**src/hw/rtl/rpd_pkg.sv**
```systemverilog
package rpd_pkg;

    // Default limits of the decoder
    localparam int MAX_WIDTH_DEF = 1024;
    localparam int MAX_ROWS_DEF  = 1024;

    // Source pixel formats
    localparam logic [1:0] FMT_ARGB8888 = 2'd0;
    localparam logic [1:0] FMT_ARGB4444 = 2'd1;
    localparam logic [1:0] FMT_BGRA4444 = 2'd2;
    localparam logic [1:0] FMT_RGB565   = 2'd3;

    // Configuration register indexes
    localparam logic [2:0] REG_COLOR_FORMAT   = 3'd0;
    localparam logic [2:0] REG_ALPHA_EN       = 3'd1;
    localparam logic [2:0] REG_OPACITY        = 3'd2;
    localparam logic [2:0] REG_MAP_WIDTH      = 3'd3;
    localparam logic [2:0] REG_SKIP_ROWS      = 3'd4;
    localparam logic [2:0] REG_VISIBLE_ROWS   = 3'd5;
    localparam logic [2:0] REG_CLIP_FIRST_COL = 3'd6;
    localparam logic [2:0] REG_CLIP_LAST_COL  = 3'd7;

    // Register reset values
    localparam logic [1:0]  RST_COLOR_FORMAT   = FMT_ARGB8888;
    localparam logic        RST_ALPHA_EN       = 1'b1;
    localparam logic [7:0]  RST_OPACITY        = 8'hff;
    localparam logic [10:0] RST_MAP_WIDTH      = 11'd1024;
    localparam logic [9:0]  RST_SKIP_ROWS      = 10'd0;
    localparam logic [10:0] RST_VISIBLE_ROWS   = 11'd0;
    localparam logic [9:0]  RST_CLIP_FIRST_COL = 10'd0;
    localparam logic [9:0]  RST_CLIP_LAST_COL  = 10'd1023;

    localparam logic [7:0] ALPHA_OPAQUE = 8'hff;

    // Register file contents
    typedef struct packed {
        logic [1:0]  color_format;
        logic        alpha_en;
        logic [7:0]  opacity;
        logic [10:0] map_width;
        logic [9:0]  skip_rows;
        logic [10:0] visible_rows;
        logic [9:0]  clip_first_col;
        logic [9:0]  clip_last_col;
    } cfg_t;

    // Span geometry from the parser for the byte in progress
    typedef struct packed {
        logic        pix_done;
        logic        hit;
        logic [9:0]  row;
        logic [9:0]  start_col;
        logic [7:0]  span_length;
    } span_t;

    // Converted pixel
    typedef struct packed {
        logic        drawable;
        logic [23:0] color;
        logic [7:0]  alpha;
        logic        blend;
    } pix_t;

endpackage

```
**src/hw/rtl/rpd_pixel.sv**
```systemverilog
module rpd_pixel (
    input  logic [31:0]  pixel_word,
    input  rpd_pkg::cfg_t cfg,
    output rpd_pkg::pix_t pix
);

    // a * b / 255 with truncation, exact for 8-bit operands
    function automatic logic [7:0] scale255(input logic [7:0] a, input logic [7:0] b);
        logic [15:0] prod;
        logic [16:0] acc;
        prod = a * b;
        acc  = {1'b0, prod} + 17'(prod[15:8]) + 17'd1;
        return acc[15:8];
    endfunction

    logic [3:0] nib_a;
    logic [3:0] nib_r;
    logic [3:0] nib_g;
    logic [3:0] nib_b;
    logic [7:0] alpha_src;
    logic [7:0] alpha_scaled;
    logic       brush_opaque;

    // Nibble unpack for the two 4444 layouts
    always_comb
    begin
        if (cfg.color_format == rpd_pkg::FMT_ARGB4444)
        begin
            nib_a = pixel_word[15:12];
            nib_r = pixel_word[11:8];
            nib_g = pixel_word[7:4];
            nib_b = pixel_word[3:0];
        end
        else
        begin
            nib_a = pixel_word[3:0];
            nib_r = pixel_word[7:4];
            nib_b = pixel_word[15:12];
            nib_g = pixel_word[11:8];
        end
    end

    // One shared alpha scaler: byte alpha for 8888, replicated nibble for 4444
    assign alpha_src    = (cfg.color_format == rpd_pkg::FMT_ARGB8888) ?
                          pixel_word[31:24] : {nib_a, nib_a};
    assign alpha_scaled = scale255(alpha_src, cfg.opacity);
    assign brush_opaque = (cfg.opacity == rpd_pkg::ALPHA_OPAQUE);

    // Color expansion and blend choice
    always_comb
    begin
        pix.drawable = 1'b1;
        pix.color    = pixel_word[23:0];
        pix.alpha    = rpd_pkg::ALPHA_OPAQUE;
        pix.blend    = 1'b0;
        case (cfg.color_format)
            rpd_pkg::FMT_ARGB8888:
            begin
                if (cfg.alpha_en)
                begin
                    pix.alpha = alpha_scaled;
                    pix.blend = 1'b1;
                end
                else if (!brush_opaque)
                begin
                    pix.alpha = cfg.opacity;
                    pix.blend = 1'b1;
                end
            end
            rpd_pkg::FMT_ARGB4444, rpd_pkg::FMT_BGRA4444:
            begin
                pix.drawable = (nib_a != 4'd0);
                pix.color    = {nib_r, 4'h0, nib_g, 4'h0, nib_b, 4'h0};
                pix.alpha    = alpha_scaled;
                pix.blend    = 1'b1;
            end
            default:
            begin
                pix.color = {pixel_word[15:11], 3'b000, pixel_word[10:5], 2'b00,
                             pixel_word[4:0], 3'b000};
                if (!brush_opaque)
                begin
                    pix.alpha = cfg.opacity;
                    pix.blend = 1'b1;
                end
            end
        endcase
    end

endmodule

```
**src/hw/rtl/rpd_parser.sv**
```systemverilog
module rpd_parser #(
    parameter int MAX_WIDTH = rpd_pkg::MAX_WIDTH_DEF,
    parameter int MAX_ROWS  = rpd_pkg::MAX_ROWS_DEF
) (
    input  logic          clk,
    input  logic          rst_n,
    input  logic          step,
    input  logic [7:0]    data_byte,
    input  logic          start_image,
    input  rpd_pkg::cfg_t cfg,
    output logic [31:0]   pixel_word,
    output rpd_pkg::span_t span
);

    localparam int COL_RAW = $clog2(MAX_WIDTH + 256);
    localparam int COL_W   = (COL_RAW > 11) ? COL_RAW : 11;
    localparam int ROW_W   = $clog2(MAX_ROWS + 1025);

    // Parse state
    logic [2:0]       phase_reg,   phase_next;
    logic [7:0]       run_left_reg, run_left_next;
    logic             repeat_reg,  repeat_next;
    logic [31:0]      pix_reg,     pix_next;
    logic [COL_W-1:0] col_reg,     col_next;
    logic [ROW_W-1:0] rows_reg,    rows_next;

    // State after an optional restart
    logic [2:0]       phase;
    logic [7:0]       run_left;
    logic             rep;
    logic [31:0]      pix;
    logic [COL_W-1:0] col;
    logic [ROW_W-1:0] rows;

    logic [1:0]       idx;
    logic             last_byte;
    logic [31:0]      pix_full;
    logic [ROW_W-1:0] vis;
    logic [ROW_W-1:0] limit;
    logic             done;
    logic [7:0]       n;
    logic [COL_W-1:0] col_end;
    logic [COL_W-1:0] last_raw;
    logic [COL_W-1:0] first_c;
    logic [COL_W-1:0] last_c;
    logic [COL_W-1:0] len_c;
    logic [COL_W-1:0] width;
    logic [ROW_W-1:0] row_rel;
    logic [7:0]       run_dec;

    assign phase    = start_image ? 3'd0  : phase_reg;
    assign run_left = start_image ? 8'd0  : run_left_reg;
    assign rep      = start_image ? 1'b0  : repeat_reg;
    assign pix      = start_image ? 32'd0 : pix_reg;
    assign col      = start_image ? '0    : col_reg;
    assign rows     = start_image ? '0    : rows_reg;

    // Row window
    assign vis   = (ROW_W'(cfg.visible_rows) > ROW_W'(MAX_ROWS)) ?
                   ROW_W'(MAX_ROWS) : ROW_W'(cfg.visible_rows);
    assign limit = ROW_W'(cfg.skip_rows) + vis;
    assign done  = (rows >= limit);

    // Byte lane assembly
    assign idx       = 2'(phase - 3'd1);
    assign pix_full  = pix | ({24'd0, data_byte} << {idx, 3'b000});
    assign last_byte = (cfg.color_format == rpd_pkg::FMT_ARGB8888) ?
                       (idx == 2'd3) : (idx != 2'd0);
    assign pixel_word = pix_full;

    // Span geometry and column clip
    assign n        = (!rep || run_left == 8'd0) ? 8'd1 : run_left;
    assign col_end  = col + COL_W'(n);
    assign last_raw = col_end - COL_W'(1);
    assign first_c  = (col > COL_W'(cfg.clip_first_col)) ? col : COL_W'(cfg.clip_first_col);
    assign last_c   = (last_raw > COL_W'(cfg.clip_last_col)) ?
                      COL_W'(cfg.clip_last_col) : last_raw;
    assign len_c    = last_c - first_c + COL_W'(1);
    assign row_rel  = rows - ROW_W'(cfg.skip_rows);

    // Effective row width
    assign width = (cfg.map_width == 11'd0) ? COL_W'(1) :
                   ((COL_W'(cfg.map_width) > COL_W'(MAX_WIDTH)) ?
                    COL_W'(MAX_WIDTH) : COL_W'(cfg.map_width));

    assign run_dec = (rep || run_left <= 8'd1) ? 8'd0 : run_left - 8'd1;

    assign span.pix_done    = !done && (phase != 3'd0) && last_byte;
    assign span.hit         = (rows >= ROW_W'(cfg.skip_rows)) && (first_c <= last_c);
    assign span.row         = row_rel[9:0];
    assign span.start_col   = first_c[9:0];
    assign span.span_length = len_c[7:0];

    // Next parse state
    always_comb
    begin
        phase_next    = phase;
        run_left_next = run_left;
        repeat_next   = rep;
        pix_next      = pix;
        col_next      = col;
        rows_next     = rows;
        if (!done)
        begin
            if (phase == 3'd0)
            begin
                // count byte
                repeat_next   = data_byte[7];
                run_left_next = {1'b0, data_byte[6:0]} + 8'd1;
                pix_next      = 32'd0;
                phase_next    = 3'd1;
            end
            else if (!last_byte)
            begin
                pix_next   = pix_full;
                phase_next = {1'b0, idx} + 3'd2;
            end
            else
            begin
                pix_next      = pix_full;
                col_next      = col_end;
                run_left_next = run_dec;
                if (run_dec == 8'd0)
                begin
                    phase_next = 3'd0;
                    if (col_end >= width)
                    begin
                        col_next  = '0;
                        rows_next = rows + ROW_W'(1);
                    end
                end
                else
                begin
                    phase_next = 3'd1;
                    pix_next   = 32'd0;
                end
            end
        end
    end

    always_ff @(posedge clk or negedge rst_n)
    begin
        if (!rst_n)
        begin
            phase_reg    <= 3'd0;
            run_left_reg <= 8'd0;
            repeat_reg   <= 1'b0;
            pix_reg      <= 32'd0;
            col_reg      <= '0;
            rows_reg     <= '0;
        end
        else if (step)
        begin
            phase_reg    <= phase_next;
            run_left_reg <= run_left_next;
            repeat_reg   <= repeat_next;
            pix_reg      <= pix_next;
            col_reg      <= col_next;
            rows_reg     <= rows_next;
        end
    end

endmodule

```
**src/hw/rtl/rle_pixelmap_decoder_unit.sv**
```systemverilog
// Channel   Direction  Handshake              Contents
// in        input      in_valid / in_ready    data_byte, start_image
// cfg       input      cfg_valid / cfg_ready  cfg_index, cfg_data
// out       output     out_valid / out_ready  row, start_col, span_length, color, alpha, blend
//
// One stream byte per cycle sustained while no command is held; a command is valid
// once its last pixel byte has passed the input register, then the result register.
// The parse state and clip logic sit between those two registers.
// Reset clears the parse state, the handshake flags and the registers to defaults.
// A held command stalls the input register; one more byte is still taken.
// cfg_ready is always high.
module rle_pixelmap_decoder_unit #(
    parameter int MAX_WIDTH = rpd_pkg::MAX_WIDTH_DEF,
    parameter int MAX_ROWS  = rpd_pkg::MAX_ROWS_DEF
) (
    input  logic        clk,
    input  logic        rst_n,
    input  logic        in_valid,
    output logic        in_ready,
    input  logic [7:0]  data_byte,
    input  logic        start_image,
    input  logic        cfg_valid,
    output logic        cfg_ready,
    input  logic [2:0]  cfg_index,
    input  logic [10:0] cfg_data,
    output logic        out_valid,
    input  logic        out_ready,
    output logic [9:0]  row,
    output logic [9:0]  start_col,
    output logic [7:0]  span_length,
    output logic [23:0] color,
    output logic [7:0]  alpha,
    output logic        blend
);

    rpd_pkg::cfg_t  cfg_reg;
    rpd_pkg::span_t span;
    rpd_pkg::pix_t  pix;

    logic        in_full_reg;
    logic        in_full_next;
    logic [7:0]  byte_reg;
    logic        start_reg;
    logic        fire;
    logic        emit;
    logic        out_valid_reg;
    logic        out_valid_next;
    logic [31:0] pixel_word;

    logic [9:0]  row_reg;
    logic [9:0]  start_col_reg;
    logic [7:0]  span_length_reg;
    logic [23:0] color_reg;
    logic [7:0]  alpha_reg;
    logic        blend_reg;

    // Register file
    assign cfg_ready = 1'b1;

    always_ff @(posedge clk or negedge rst_n)
    begin
        if (!rst_n)
        begin
            cfg_reg.color_format   <= rpd_pkg::RST_COLOR_FORMAT;
            cfg_reg.alpha_en       <= rpd_pkg::RST_ALPHA_EN;
            cfg_reg.opacity        <= rpd_pkg::RST_OPACITY;
            cfg_reg.map_width      <= rpd_pkg::RST_MAP_WIDTH;
            cfg_reg.skip_rows      <= rpd_pkg::RST_SKIP_ROWS;
            cfg_reg.visible_rows   <= rpd_pkg::RST_VISIBLE_ROWS;
            cfg_reg.clip_first_col <= rpd_pkg::RST_CLIP_FIRST_COL;
            cfg_reg.clip_last_col  <= rpd_pkg::RST_CLIP_LAST_COL;
        end
        else if (cfg_valid && cfg_ready)
        begin
            case (cfg_index)
                rpd_pkg::REG_COLOR_FORMAT:   cfg_reg.color_format   <= cfg_data[1:0];
                rpd_pkg::REG_ALPHA_EN:       cfg_reg.alpha_en       <= cfg_data[0];
                rpd_pkg::REG_OPACITY:        cfg_reg.opacity        <= cfg_data[7:0];
                rpd_pkg::REG_MAP_WIDTH:      cfg_reg.map_width      <= cfg_data;
                rpd_pkg::REG_SKIP_ROWS:      cfg_reg.skip_rows      <= cfg_data[9:0];
                rpd_pkg::REG_VISIBLE_ROWS:   cfg_reg.visible_rows   <= cfg_data;
                rpd_pkg::REG_CLIP_FIRST_COL: cfg_reg.clip_first_col <= cfg_data[9:0];
                rpd_pkg::REG_CLIP_LAST_COL:  cfg_reg.clip_last_col  <= cfg_data[9:0];
                default: ;
            endcase
        end
    end

    // Input register; a byte is processed when the result slot is free
    assign fire         = in_full_reg && (!out_valid_reg || out_ready);
    assign in_ready     = !in_full_reg || fire;
    assign in_full_next = (in_valid && in_ready) ? 1'b1 : (fire ? 1'b0 : in_full_reg);

    always_ff @(posedge clk or negedge rst_n)
    begin
        if (!rst_n)
        begin
            in_full_reg <= 1'b0;
        end
        else
        begin
            in_full_reg <= in_full_next;
        end
    end

    always_ff @(posedge clk)
    begin
        if (in_valid && in_ready)
        begin
            byte_reg  <= data_byte;
            start_reg <= start_image;
        end
    end

    rpd_parser #(
        .MAX_WIDTH (MAX_WIDTH),
        .MAX_ROWS  (MAX_ROWS)
    ) u_parser (
        .clk         (clk),
        .rst_n       (rst_n),
        .step        (fire),
        .data_byte   (byte_reg),
        .start_image (start_reg),
        .cfg         (cfg_reg),
        .pixel_word  (pixel_word),
        .span        (span)
    );

    rpd_pixel u_pixel (
        .pixel_word (pixel_word),
        .cfg        (cfg_reg),
        .pix        (pix)
    );

    // Command decision
    assign emit = span.pix_done && span.hit && pix.drawable && (cfg_reg.opacity != 8'd0);

    // Result register
    always_comb
    begin
        if (fire)
        begin
            out_valid_next = emit;
        end
        else if (out_ready)
        begin
            out_valid_next = 1'b0;
        end
        else
        begin
            out_valid_next = out_valid_reg;
        end
    end

    always_ff @(posedge clk or negedge rst_n)
    begin
        if (!rst_n)
        begin
            out_valid_reg <= 1'b0;
        end
        else
        begin
            out_valid_reg <= out_valid_next;
        end
    end

    always_ff @(posedge clk)
    begin
        if (fire && emit)
        begin
            row_reg         <= span.row;
            start_col_reg   <= span.start_col;
            span_length_reg <= span.span_length;
            color_reg       <= pix.color;
            alpha_reg       <= pix.alpha;
            blend_reg       <= pix.blend;
        end
    end

    assign out_valid   = out_valid_reg;
    assign row         = row_reg;
    assign start_col   = start_col_reg;
    assign span_length = span_length_reg;
    assign color       = color_reg;
    assign alpha       = alpha_reg;
    assign blend       = blend_reg;

`ifndef SYNTHESIS
    // Clipped span is never empty and never longer than a run
    a_span_len: assert property (@(posedge clk) disable iff (!rst_n)
        out_valid |-> (span_length != 8'd0) && (span_length <= 8'd128))
        else $error("span length out of range");

    // Direct writes carry full opacity
    a_direct_opaque: assert property (@(posedge clk) disable iff (!rst_n)
        (out_valid && !blend) |-> (alpha == rpd_pkg::ALPHA_OPAQUE))
        else $error("direct write with partial alpha");

    // Input side stalls only behind a held byte
    a_stall_cause: assert property (@(posedge clk) disable iff (!rst_n)
        !in_ready |-> (in_full_reg && out_valid_reg && !out_ready))
        else $error("input stalled without a held command");

    // A new command only follows a processed byte
    a_emit_src: assert property (@(posedge clk) disable iff (!rst_n)
        $rose(out_valid) |-> $past(fire))
        else $error("command without a processed byte");
`endif

endmodule

```
**config.mk**
```make
export PLATFORM = sky130hd
export DESIGN_NAME = rle_pixelmap_decoder_unit
export DESIGN_NICKNAME = d
export VERILOG_FILES = /design/src/hw/rtl/rpd_pkg.sv /design/src/hw/rtl/rpd_pixel.sv /design/src/hw/rtl/rpd_parser.sv /design/src/hw/rtl/rle_pixelmap_decoder_unit.sv
export SDC_FILE = /design/constraint.sdc
export NUM_CORES = 1
export LEC_CHECK = 0
export ABC_AREA = 1
export BUFFER_PORTS_ARGS = -buffer_cell sky130_fd_sc_hd__buf_4
export CORE_MARGIN = 4
export CORE_UTILIZATION = 33
export CTS_CLUSTER_DIAMETER = 200
export DETAILED_ROUTE_END_ITERATION = 12
export REMOVE_ABC_BUFFERS = 1
export SLEW_MARGIN = 20
export SYNTH_ARGS = -nofsm -noshare
export SYNTH_HDL_FRONTEND = slang
export SYNTH_SLANG_ARGS = --single-unit
```
**constraint.sdc**
```tcl
create_clock -name clk -period 13.6 [get_ports clk]
set_input_delay 4.08 -clock clk [delete_from_list [all_inputs] [get_ports clk]]
set_output_delay 4.08 -clock clk [all_outputs]
set_load 0.05 [all_outputs]
```
==> metrics.md <==
| Metric | Value |
|---|---|
| Hold Path Stages | `2` |
| Area leader, netlist | `dfrtp_1` |
| Synth Area in Simple Gates | `0.230` |
| Worst r2r path cells | `44` |
| Critical Path Slowest Stage Cell | `buf_4` |
| Commonest non-fill, non-tap cell in the layout | `nand2_1` |
| Vias | `14,471` |
| Worst-Margin Slew | `1.15 ns` |
| CTS clk-pin slew, worst paths | `0.06 ns` |
| Most frequent cells in the layout | `465 x nand2_1, 322 x inv_1, 186 x nor2_1` |
| Synth cell types | `57` |
| Number of flip-flops under the largest register name | `63` |
| Largest family of logic cells by synthesized area | `simple AND/OR/NAND/NOR gates` |
| Register area | `5430 um2` |
| Final Util | `0.378` |
| Setup crit end kind | `flop` |
| Min cycle time layout | `9.82 ns` |
| Hold Buf Count CTS | `0` |
| Final WL | `46,600 um` |
| CTS tree | `built` |
| Post-synthesis compound-gate area fraction | `0.147` |
| Die W | `229 um` |
| H-Tree Depth | `1` |
| Unrepaired setup endpoints after global routing | `false` |
| Fill cells | `4,991` |
| Yosys reg bits | `202` |
| CP Class | `reg -> reg` |
| Postcts setup bufs | `0` |
| Final Cycle Share | `0.722` |
| Fmax | `0.102 GHz` |
| Vias in the first global route | `13,716` |
| Status | `finished, final reports clean` |
| CTS buffer count | `25` |
| XOR/XNOR share of the synthesized area | `0.0279` |
| Syn avg cell area | `7.63 um2` |
| Clk sinks | `202` |
| Post-route DRC | `0` |
| Clock root buffer | `clkbuf_16` |
| Initial drt markers | `1,441` |
| Max Cap Viol | `0` |
| Seq/Total Area, Yosys | `0.336` |
| TNS Setup | `0 ns` |
| First-pass GRT wire length | `74,700 um` |
| Detail Route Antenna Nets | `0` |
| Die Y | `229 um` |
| ANT cells | `0` |
| Static leakage | `8.85 nW` |
| Gates resized, CTS repair | `0` |
| Placeable Area | `48,000 um2` |
| Initial Util | `0.336` |
| DRT Pass-1 Iters | `5` |
| Yosys warning count | `0` |
| WL/cell | `16.7 um` |
| Power per cell area | `226 nW/um2` |
| Top cell type's share of synthesized area | `0.173` |
| Clk_lat worst skew | `0.54 ns` |
| Area delta synth->final | `12.4%` |
| Nets@finish | `2,377` |
| RD Place Congestion | `0.913` |
| Port bufs | `90` |
| Pin count of the biggest net entering global routing | `78` |
| Startpoint Class | `flop` |
| Mapped Area | `16,200 um2` |
| Grt total ovfl | `0` |
| Clock skew | `0.0135 ns` |
| Ports | `92` |
| Synth Area in Adders | `0.162` |
| Syn Inst Count | `2,118` |
| Layout cell share with drive strength beyond 1 | `0.0949` |
| Multi-input combinational cell area | `9190 um2` |
| WP data required | `13.76 ns` |
| Worst vdd ir | `0.115 mV` |
| Critical Path Max Stage Delay | `0.61 ns` |
| Final hold vios | `0` |
| Initial antenna violation count | `1` |
| Fin worst setup slack | `3.78 ns` |
| HPWL after detailed placement | `35,100 um` |
| Endpoints failing setup | `0` |
| R2R Setup Slk | `3.78 ns` |
| CTS max path bufs | `3` |
| Row cnt | `80` |
| Crit path DAT | `9.98 ns` |
| Die area | `52,600 um2` |
| Normalized max-slew margin | `0.231` |
| DR vias/cell | `5.17` |
| Fin. max-slew vios | `0` |
| Hold Crit Class | `reg -> reg` |
| GRT Total Usage | `0.172` |
| CP max FO | `50` |
| Mux cell area share after synthesis | `0` |
| Most used cell, CP | `nand2_1` |
| Placement Setup Slack | `3.80 ns` |
| Synth area leaders | `dfrtp_1 17%, edfxtp_1 13%, ha_1 11%` |
## cell families (layout without fill, tap and decap cells)
kind of cell               after synthesis  in the layout
adders and majority gates              185            185
AOI/OAI and AO/OA                      389            389
buffers and inverters                  410            473
xor gates and xnor gates                49             49
other                                    1              2
and+or+nand+nor                        882            882
DFF                                    202            202
## power by group
| part | total, mW | switching (mW) | internal [mW] |
|---|---|---|---|
| sequential | 0.858 | 0.0764 | 0.782 |
| combinational | 2.58 | 1.68 | 0.901 |
| clock | 0.662 | 0.270 | 0.392 |
## area by class of cell
type                            instances  share of cell area
Sequential cell                       202               0.299
Clock inverter                         11             0.00613
Inverter                              329              0.0680
Clock buffer                           34              0.0379
Tap cell                              615              0.0424
Multi-Input combinational cell       1507               0.506
Timing Repair Buffer                   99              0.0411
## stage by stage
stage	cells	hold slack [ns]	power (mW)	cell area, um2
3_3_place_gp	2752	0.462	3.40	17400
5_1_grt	2797	0.528	4.55	18200
6_report	2797	0.480	4.10	18200
4_1_cts	2797	0.482	4.12	18200
3_5_place_dp	2752	0.466	3.44	17400
2_1_floorplan	2038	0.449	2.79	15800
## worst paths after layout
| check | start | endpoint |
|---|---|---|
| worst min register to register | u_parser.rows_reg[1] | u_parser.rows_reg[1] |
| worst max register to register | start_reg | alpha[4] |
| worst min-delay path | u_parser.rows_reg[1] | u_parser.rows_reg[1] |
| min in group asynchronous | rst_n | out_valid |
| max in group asynchronous | rst_n | u_parser.run_left_reg[1] |
| worst max-delay path | start_reg | alpha[4] |
## worst max-delay path: cells and delay by family (launching register included)
| kind | cells | cell delay (ns) |
|---|---|---|
| flops | 1 | 0.32 |
| xor+xnor | 2 | 0.76 |
| compound gates | 11 | 1.74 |
| buf+inv | 9 | 2.58 |
| simple gates | 18 | 2.66 |
| fa+ha+maj | 4 | 1.29 |
## synth_stat cells, drive strengths merged
library cell  count
a21boi            2
xnor2            17
o2111ai           1
nand3           162
a211oi            3
o21ai           150
fa               40
o32ai             5
a221oi            1
and2              2
o21bai            5
clkinv            3
a22oi            42
inv             326
clkbuf           70
nor2            191
nor4              3
o31ai             1
xor2             32
a31o              1
o21a              4
nor3             11
o22ai             4
ha              145
conb              1
nand2           472
dfrtp           112
a31oi            45
a21oi            98
edfxtp           70
o311ai            3
o211ai            4
o221ai           14
a32oi             1
buf              11
a21o              4
nand4            31
nand3b            4
dfstp            20
or2               6
o41ai             1
## layer usage
layer  GRT usage  up-vias  wire (um)  part of all wire
li1            -     7097          -                 -
met1       0.249     6872      21800              0.47
met2       0.277      440      21300              0.46
met3      0.0235       62       2650             0.057
met4      0.0327        0        876             0.019
met5           0        -          0                 0
Power figures use the tool's default switching activity.
